`src/f8q_pkg.sv`:
```
// Package: saturation code constant for the FP32 to E4M3 quantizer.
`default_nettype none
package f8q_pkg;
  localparam logic [6:0] SAT_CODE = 7'h7E;
endpackage
`default_nettype wire

```
`src/fp32_to_fp8_e4m3_quantizer_unit.sv`:
```
// Top level: FP32 to E4M3 quantizer with decode of the result code.
//
// Channel   Direction  Signals                        Handshake
// request   in         float_bits                     start & !busy
// result    out        fp8_code, dequant_bits         done strobe, one cycle
//
// One request per cycle. A request passes through the input register, then
// the result register; done rises as the result is registered.
// busy is held low: the encode and decode logic between the registers
// keeps pace with any request stream.
// rst clears the valid flags of both stages; data registers are not reset.
// The receiver cannot stall, so nothing is held back.
`default_nettype none
module fp32_to_fp8_e4m3_quantizer_unit (
  input  wire logic        clk,
  input  wire logic        rst,
  input  wire logic        start,
  output logic             busy,
  input  wire logic [31:0] float_bits,
  output logic             done,
  output logic [7:0]       fp8_code,
  output logic [31:0]      dequant_bits
);

  logic        in_vld;
  logic [31:0] in_bits;
  logic [7:0]  code_next;
  logic [31:0] deq_next;

  assign busy = 1'b0;

  // capture request
  always_ff @(posedge clk) begin
    if (rst) begin
      in_vld <= 1'b0;
    end else begin
      in_vld <= start;
    end
    in_bits <= float_bits;
  end

  // encode
  logic       sgn;
  logic [7:0] ex;
  logic [22:0] frac;
  logic [23:0] sig;
  logic [4:0]  sh;
  logic [24:0] q_sub, rem_sub, half_sub, mask_sub;
  logic [3:0]  m_sub;
  logic [3:0]  m_nrm;
  logic [4:0]  ee;
  logic [19:0] rem_n;
  always_comb begin
    sgn  = in_bits[31];
    ex   = in_bits[30:23];
    frac = in_bits[22:0];
    sig  = {1'b1, frac};
    sh   = 5'(8'd141 - ex);
    // one spare bit keeps the half-step mark for the largest shift
    q_sub    = {1'b0, sig} >> sh;
    mask_sub = (25'd1 << sh) - 25'd1;
    rem_sub  = {1'b0, sig} & mask_sub;
    half_sub = 25'd1 << (sh - 5'd1);
    m_sub = q_sub[3:0];
    if (rem_sub > half_sub || (rem_sub == half_sub && q_sub[0]))
      m_sub = m_sub + 4'd1;
    rem_n = frac[19:0];
    m_nrm = {1'b0, frac[22:20]};
    if (rem_n > 20'h80000 || (rem_n == 20'h80000 && frac[20]))
      m_nrm = m_nrm + 4'd1;
    ee = 5'(ex - 8'd120);
    if (m_nrm[3]) begin
      m_nrm = 4'd0;
      ee = ee + 5'd1;
    end
    if (ex == 8'd0 && frac == 23'd0) begin
      code_next = 8'h00;
    end else if (ex < 8'd116) begin
      code_next = {sgn, 7'd0};
    end else if (ex < 8'd121) begin
      code_next = {sgn, 3'd0, m_sub};
    end else if (ex > 8'd135 || ee > 5'd15 || (ee == 5'd15 && m_nrm == 4'd7)) begin
      code_next = {sgn, f8q_pkg::SAT_CODE};
    end else begin
      code_next = {sgn, ee[3:0], m_nrm[2:0]};
    end
  end

  // decode
  logic [3:0] de;
  logic [2:0] dm;
  always_comb begin
    de = code_next[6:3];
    dm = code_next[2:0];
    if (de == 4'd0) begin
      if (dm == 3'd0)
        deq_next = {code_next[7], 31'd0};
      else if (dm[2])
        deq_next = {code_next[7], 8'd120, dm[1:0], 21'd0};
      else if (dm[1])
        deq_next = {code_next[7], 8'd119, dm[0], 22'd0};
      else
        deq_next = {code_next[7], 8'd118, 23'd0};
    end else if (de == 4'd15 && dm == 3'd7) begin
      deq_next = {code_next[7], 8'd135, 3'd6, 20'd0};
    end else begin
      deq_next = {code_next[7], 8'(de) + 8'd120, dm, 20'd0};
    end
  end

  // register result
  always_ff @(posedge clk) begin
    if (rst) begin
      done <= 1'b0;
    end else begin
      done <= in_vld;
    end
    fp8_code     <= code_next;
    dequant_bits <= deq_next;
  end

  // checks
  a_done_follows: assert property (@(posedge clk) disable iff (rst)
    in_vld |=> done) else $error("result strobe missing");
  a_no_bad_code: assert property (@(posedge clk) disable iff (rst)
    done |-> fp8_code[6:0] != 7'h7F) else $error("E4M3 NaN code produced");
  a_zero_pos: assert property (@(posedge clk) disable iff (rst)
    (done && fp8_code == 8'h00) |-> dequant_bits == 32'd0)
    else $error("zero decode wrong");
endmodule
`default_nettype wire
```
`config.mk`:
```
export PLATFORM = sky130hd
export DESIGN_NAME = fp32_to_fp8_e4m3_quantizer_unit
export DESIGN_NICKNAME = d
export VERILOG_FILES = /design/src/f8q_pkg.sv /design/src/fp32_to_fp8_e4m3_quantizer_unit.sv
export SDC_FILE = /design/constraint.sdc
export NUM_CORES = 1
export LEC_CHECK = 0
export BUFFER_PORTS_ARGS = -buffer_cell sky130_fd_sc_hd__buf_2
export CELL_PAD_IN_SITES_DETAIL_PLACEMENT = 2
export CELL_PAD_IN_SITES_GLOBAL_PLACEMENT = 2
export CORE_MARGIN = 8
export CORE_UTILIZATION = 31
export DETAILED_ROUTE_END_ITERATION = 10
export GPL_ROUTABILITY_DRIVEN = 0
export PLACE_DENSITY_LB_ADDON = 0.1
export SLEW_MARGIN = 20
export SYNTH_ARGS = -nofsm -noshare
export SYNTH_HDL_FRONTEND = slang
export SYNTH_SLANG_ARGS = --single-unit
```
`constraint.sdc`:
```
create_clock -name clk -period 5.05 [get_ports clk]
set_input_delay 1.01 -clock clk [delete_from_list [all_inputs] [get_ports clk]]
set_output_delay 1.01 -clock clk [all_outputs]
set_load 0.01 [all_outputs]
```
# After elaboration in Yosys (flattened, before gate mapping)
# Index checks and enable logic that the tools add are counted.
# totals
out_inout_bits,42
register_bits,74
# op_classes
reduce_logical,13
shift,3
add_sub_neg,8
n_bitwise,1
magnitude_cmp,6
n_mux,13
eq_ne,6
# op_table
operator,count
$mux 31,2
$shl 1x5->25 const A,2
$mux 30,1
$mux 27,1
$and 24x25->25,1
$eq 25x25->1,1
$gt 25x25->1,1
$sub 25x1->25 const B,1
$mux 24,1
$shr 24x5->4,1
$logic_not 23->1,1
$mux 7,3
$eq 20x20->1 const B,1
$gt 20x20->1 const B,1
$lt 8x7->1 const B,2
$add 4x7->8 const B,1
$gt 8x8->1 const B,1
$logic_not 8->1,1
$mux 4,2
$mux 8,1
$add 5x1->5 const B,1
$eq 5x4->1 const B,1
$gt 5x4->1 const B,1
$logic_and 1x1->1,5
13 further kinds,16

# Logic depth before layout (Yosys ltp)
# logic_depth
word_depth,16
depth_mapped,25

# Worst setup path after synthesis
# OpenSTA, ideal clock, no wires.
# synth_timing
path_type,register -> register
from,register in_bits[24]
to,register dequant_bits[25]
arrival_time_ps,5143
t_required_ps,4934
stages_incl_launch_ff,25
n_path_buf,5
slack_ps,-208
path_cell_list,dfxtp_1 -> buf_2 -> inv_2 -> ha_1 -> buf_2 -> buf_2 -> buf_2 -> nor2_1 -> nand2_1 -> ha_1 -> clkbuf_1 -> o21ai_2 -> o21bai_1 -> or3_1 -> a41oi_1 -> nor2b_1 -> ha_1 -> nand3_1 -> nor4_1 -> nand2_1 -> a31oi_1 -> o211ai_1 -> mux2i_4 -> nand3_2 -> a31o_1
# synth_via
elab_chain_cells,15
word_cells_on_any_way,40
classes_between,7 x add/sub; 5 x order compare; 4 x eq/ne; 3 x shift; 10 x mux; 1 x bitwise; 10 x reduce/logical
# synth_rtl
item,line_no,text
start: declaration,fp32_to_fp8_e4m3_quantizer_unit.sv:26,logic [31:0] in_bits;
start signal: assignment,fp32_to_fp8_e4m3_quantizer_unit.sv:39,in_bits <= float_bits;
branches (longest 10 deep; another with $sub 25x1->25),n/a,
$mux 8 *,fp32_to_fp8_e4m3_quantizer_unit.sv:76,if (ex == 8'd0 && frac == 23'd0) begin
branches (longest 3 deep; another with $add 4x7->8),n/a,
$mux 31 *,fp32_to_fp8_e4m3_quantizer_unit.sv:95,if (de == 4'd0) begin
named net deq_next[25],fp32_to_fp8_e4m3_quantizer_unit.sv:28,logic [31:0] deq_next;
end signal: assignment,fp32_to_fp8_e4m3_quantizer_unit.sv:119,dequant_bits <= deq_next;
end: declaration,fp32_to_fp8_e4m3_quantizer_unit.sv:22,output logic [31:0] dequant_bits
# Mark *: on every way through the listed nets, which the timed path passes.
# A chain may end at the register's enable or synchronous reset.

# Worst setup path after layout
# layout_timing
from,register in_bits[25]
to,register dequant_bits[25]
# The elaborated chain is that of the path after synthesis.

==> qor.csv <==
metric,value,unit
endpoints failing hold,0,
DRT iter0 DRCs,137,
"FFs w/ async S/R, synth",0,
Longest Clk Path Bufs,2,
fin. max-slew vios,0,
Yosys reg bits,51,
Port-buffer cells,55,
top-count cell post-synth,nand2_1,
Syn Area/Cell,8.29,um2
register area,1020,um2
number of CTS-inserted buffers,5,
fin crit share,0.929,
vias,4213,
P_leak,2.16,nW
DRC,0,
# setup viols final,0,
area share of the largest cell type after synthesis,0.230,
Final Skew,0.00760,ns
remaining antenna violation count,0,
"Arr. time, crit path",4.89,ns
final hold slack,0.443,ns
Die H,136,um
Post-synth EDFFs,0,
"Reg clk slew, reported paths",0.07,ns
H-tree depth,2,
DP Worst Slack,-0.318,ns
Die X-Extent,136,um
clk sinks,51,
startpoint types,flop,
I/O pin count,77,
cells after synthesis,535,
GRT overflow,0,
Final nets,666,
Synth top cells by count,"nand2_1 (71), dfxtp_1 (51), ha_1 (38)",
Max-slew headroom,0.501,
slack of the critical path,0.358,ns
"Power, Total",1.40,mW
share of post-route cells with drive strength above 1,0.236,
Area Growth Syn to Fin,16.2,%
largest net degree at the start of global routing,25,
first-pass GRT wire length,26300,um
core area,13900,um2
status,"complete, no violations",
starting density of the core,0.318,
"Seq/Total Area, Yosys",0.230,
GRT Total Usage,0.185,
crit path max fanout,17,
# diodes,0,
min Tclk post-route,4.69,ns
Worst Tran Pin Value,0.739,ns
drt pass-1 iters,4,
Max Fclk,0.213,GHz
row cnt,43,
Via density,5.44,
Worst Path Required,5.25,ns
CTS tree,done,
DRT Wirelength,16700,um
CTS root buffer,clkbuf_16,
vias in the first global route,4663,
Pwr Density,271,nW/um2
Area contributors post-synth,"dfxtp_1 (23%), ha_1 (11%), nand2_1 (6.0%)",
ys flop type,dfxtp_1,
Skew-Pair Late Insertion Delay,0.31,ns
max cap viols,0,
Setup Crit Path Kind,flop to flop,
HP Class,flop to flop,
yosys warns,0,
largest area contributor in the netlist,dfxtp_1,
Synth Cell Area,4440,um2
Hold Buf Count CTS,0,
footprint of the multi-input gates,3180,um2
WL per Instance,21.5,um
# fillers,1596,
Worst setup EP type,flop,
initial antenna violation count,0,
post-synthesis cell type count,75,
Die Footprint,18400,um2
DP Wirelength,13600,um
Peak VDD IR,0.000196,V
critical path: stages, from the launching register on:
cell      delay, ns
dfxtp_1        0.35
buf_4          0.22
ha_2           0.35
buf_4          0.22
nor3_2         0.39
a21oi_1        0.11
o21ai_0        0.16
o21ai_0        0.10
a32oi_1        0.19
nor2b_1        0.10
ha_1           0.34
a22o_1         0.27
o41ai_4        0.46
a31oi_4        0.20
o211ai_1       0.35
mux2i_4        0.34
nand3_2        0.16
a31o_1         0.25
logic make-up (layout without fill, tap and decap cells):
logic type,Yosys count,count (layout),share of synthesized area
flops,51,51,0.230
xor+xnor,15,15,0.0313
other cells,1,21,0.000845
simple gates,205,205,0.232
compound gates,122,122,0.202
mux,33,33,0.111
buf+inv,70,109,0.0860
fa+ha+maj,38,38,0.107
report_power, final:
part	internal (mW)	switching [mW]	total, mW	leakage [nW]
registers	0.437	0.0309	0.468	0.429
logic	0.209	0.312	0.521	1.64
clock network	0.249	0.159	0.408	0.0875
total	0.896	0.501	1.40	2.16
path summary, 6_finish.rpt:
path	from	endpoint	slack, ns	depth (start not counted)
setup / recovery	in_bits[25]$_DFF_P_	dequant_bits[25]$_DFF_P_	0.36	17
hold reg to reg	in_bits[31]$_DFF_P_	dequant_bits[31]$_SDFF_PP0_	0.44	1
hold / removal	in_bits[31]$_DFF_P_	dequant_bits[31]$_SDFF_PP0_	0.44	1
setup reg to reg	in_bits[25]$_DFF_P_	dequant_bits[25]$_DFF_P_	0.36	17
cell type report:
class                   count  area share
well taps                 180      0.0437
clock buffers               6      0.0269
multi-input cells         434       0.616
inverters                  18      0.0131
repair buffers             83      0.0942
flip-flops and latches     51       0.198
clock inverters             2     0.00753
layout by cell type (no fill, tap or decap), types with 9 or more instances in the layout:
master,synthesis,layout
o21ai_0,12,12
mux2i_1,13,13
nor2_1,35,34
buf_4,25,28
and2_1,12,12
nand3_1,13,13
conb_1,1,21
buf_2,8,55
ha_1,38,35
nor3_1,13,12
mux4_2,9,9
dfxtp_1,51,50
nand2_1,71,71
a21oi_1,33,32
inv_1,14,14
nor2b_1,17,17
per-layer routing:
layer / part of all wire / wire [um] / track usage / up-vias
met5: 0 / 0 / 0 / -
met4: 0.038 / 632 / 0.0882 / 0
met3: 0.047 / 784 / 0.0349 / 33
met2: 0.46 / 7600 / 0.294 / 101
met1: 0.46 / 7640 / 0.236 / 2076
li1: - / - / - / 2003
per-stage QoR:
step / util / TNS [ns] / cells / cell area [um2]
floorplan: - / 0 / 555 / 4520
global placement: 0.353 / -0.0412 / 765 / 4910
detailed placement: 0.353 / -2.15 / 765 / 4910
CTS: 0.366 / 0 / 773 / 5100
global route: 0.370 / -0.0409 / 774 / 5150
finish: 0.370 / 0 / 774 / 5150
repair_timing:
| action | 4_1_cts | 5_1_grt |
|---|---|---|
| setup endpoints to repair | 9 | 10 |
| gates resized for setup | 2 | 9 |
| setup buffers | 0 | 1 |
| pin swaps | 0 | 2 |
registers in the layout (all words and copies together), names as in the netlist:
signal	cells
dequant_bits	10
fp8_code	7
in_bits	32
done	1
in_vld	1
Power figures use the tool's default switching activity.
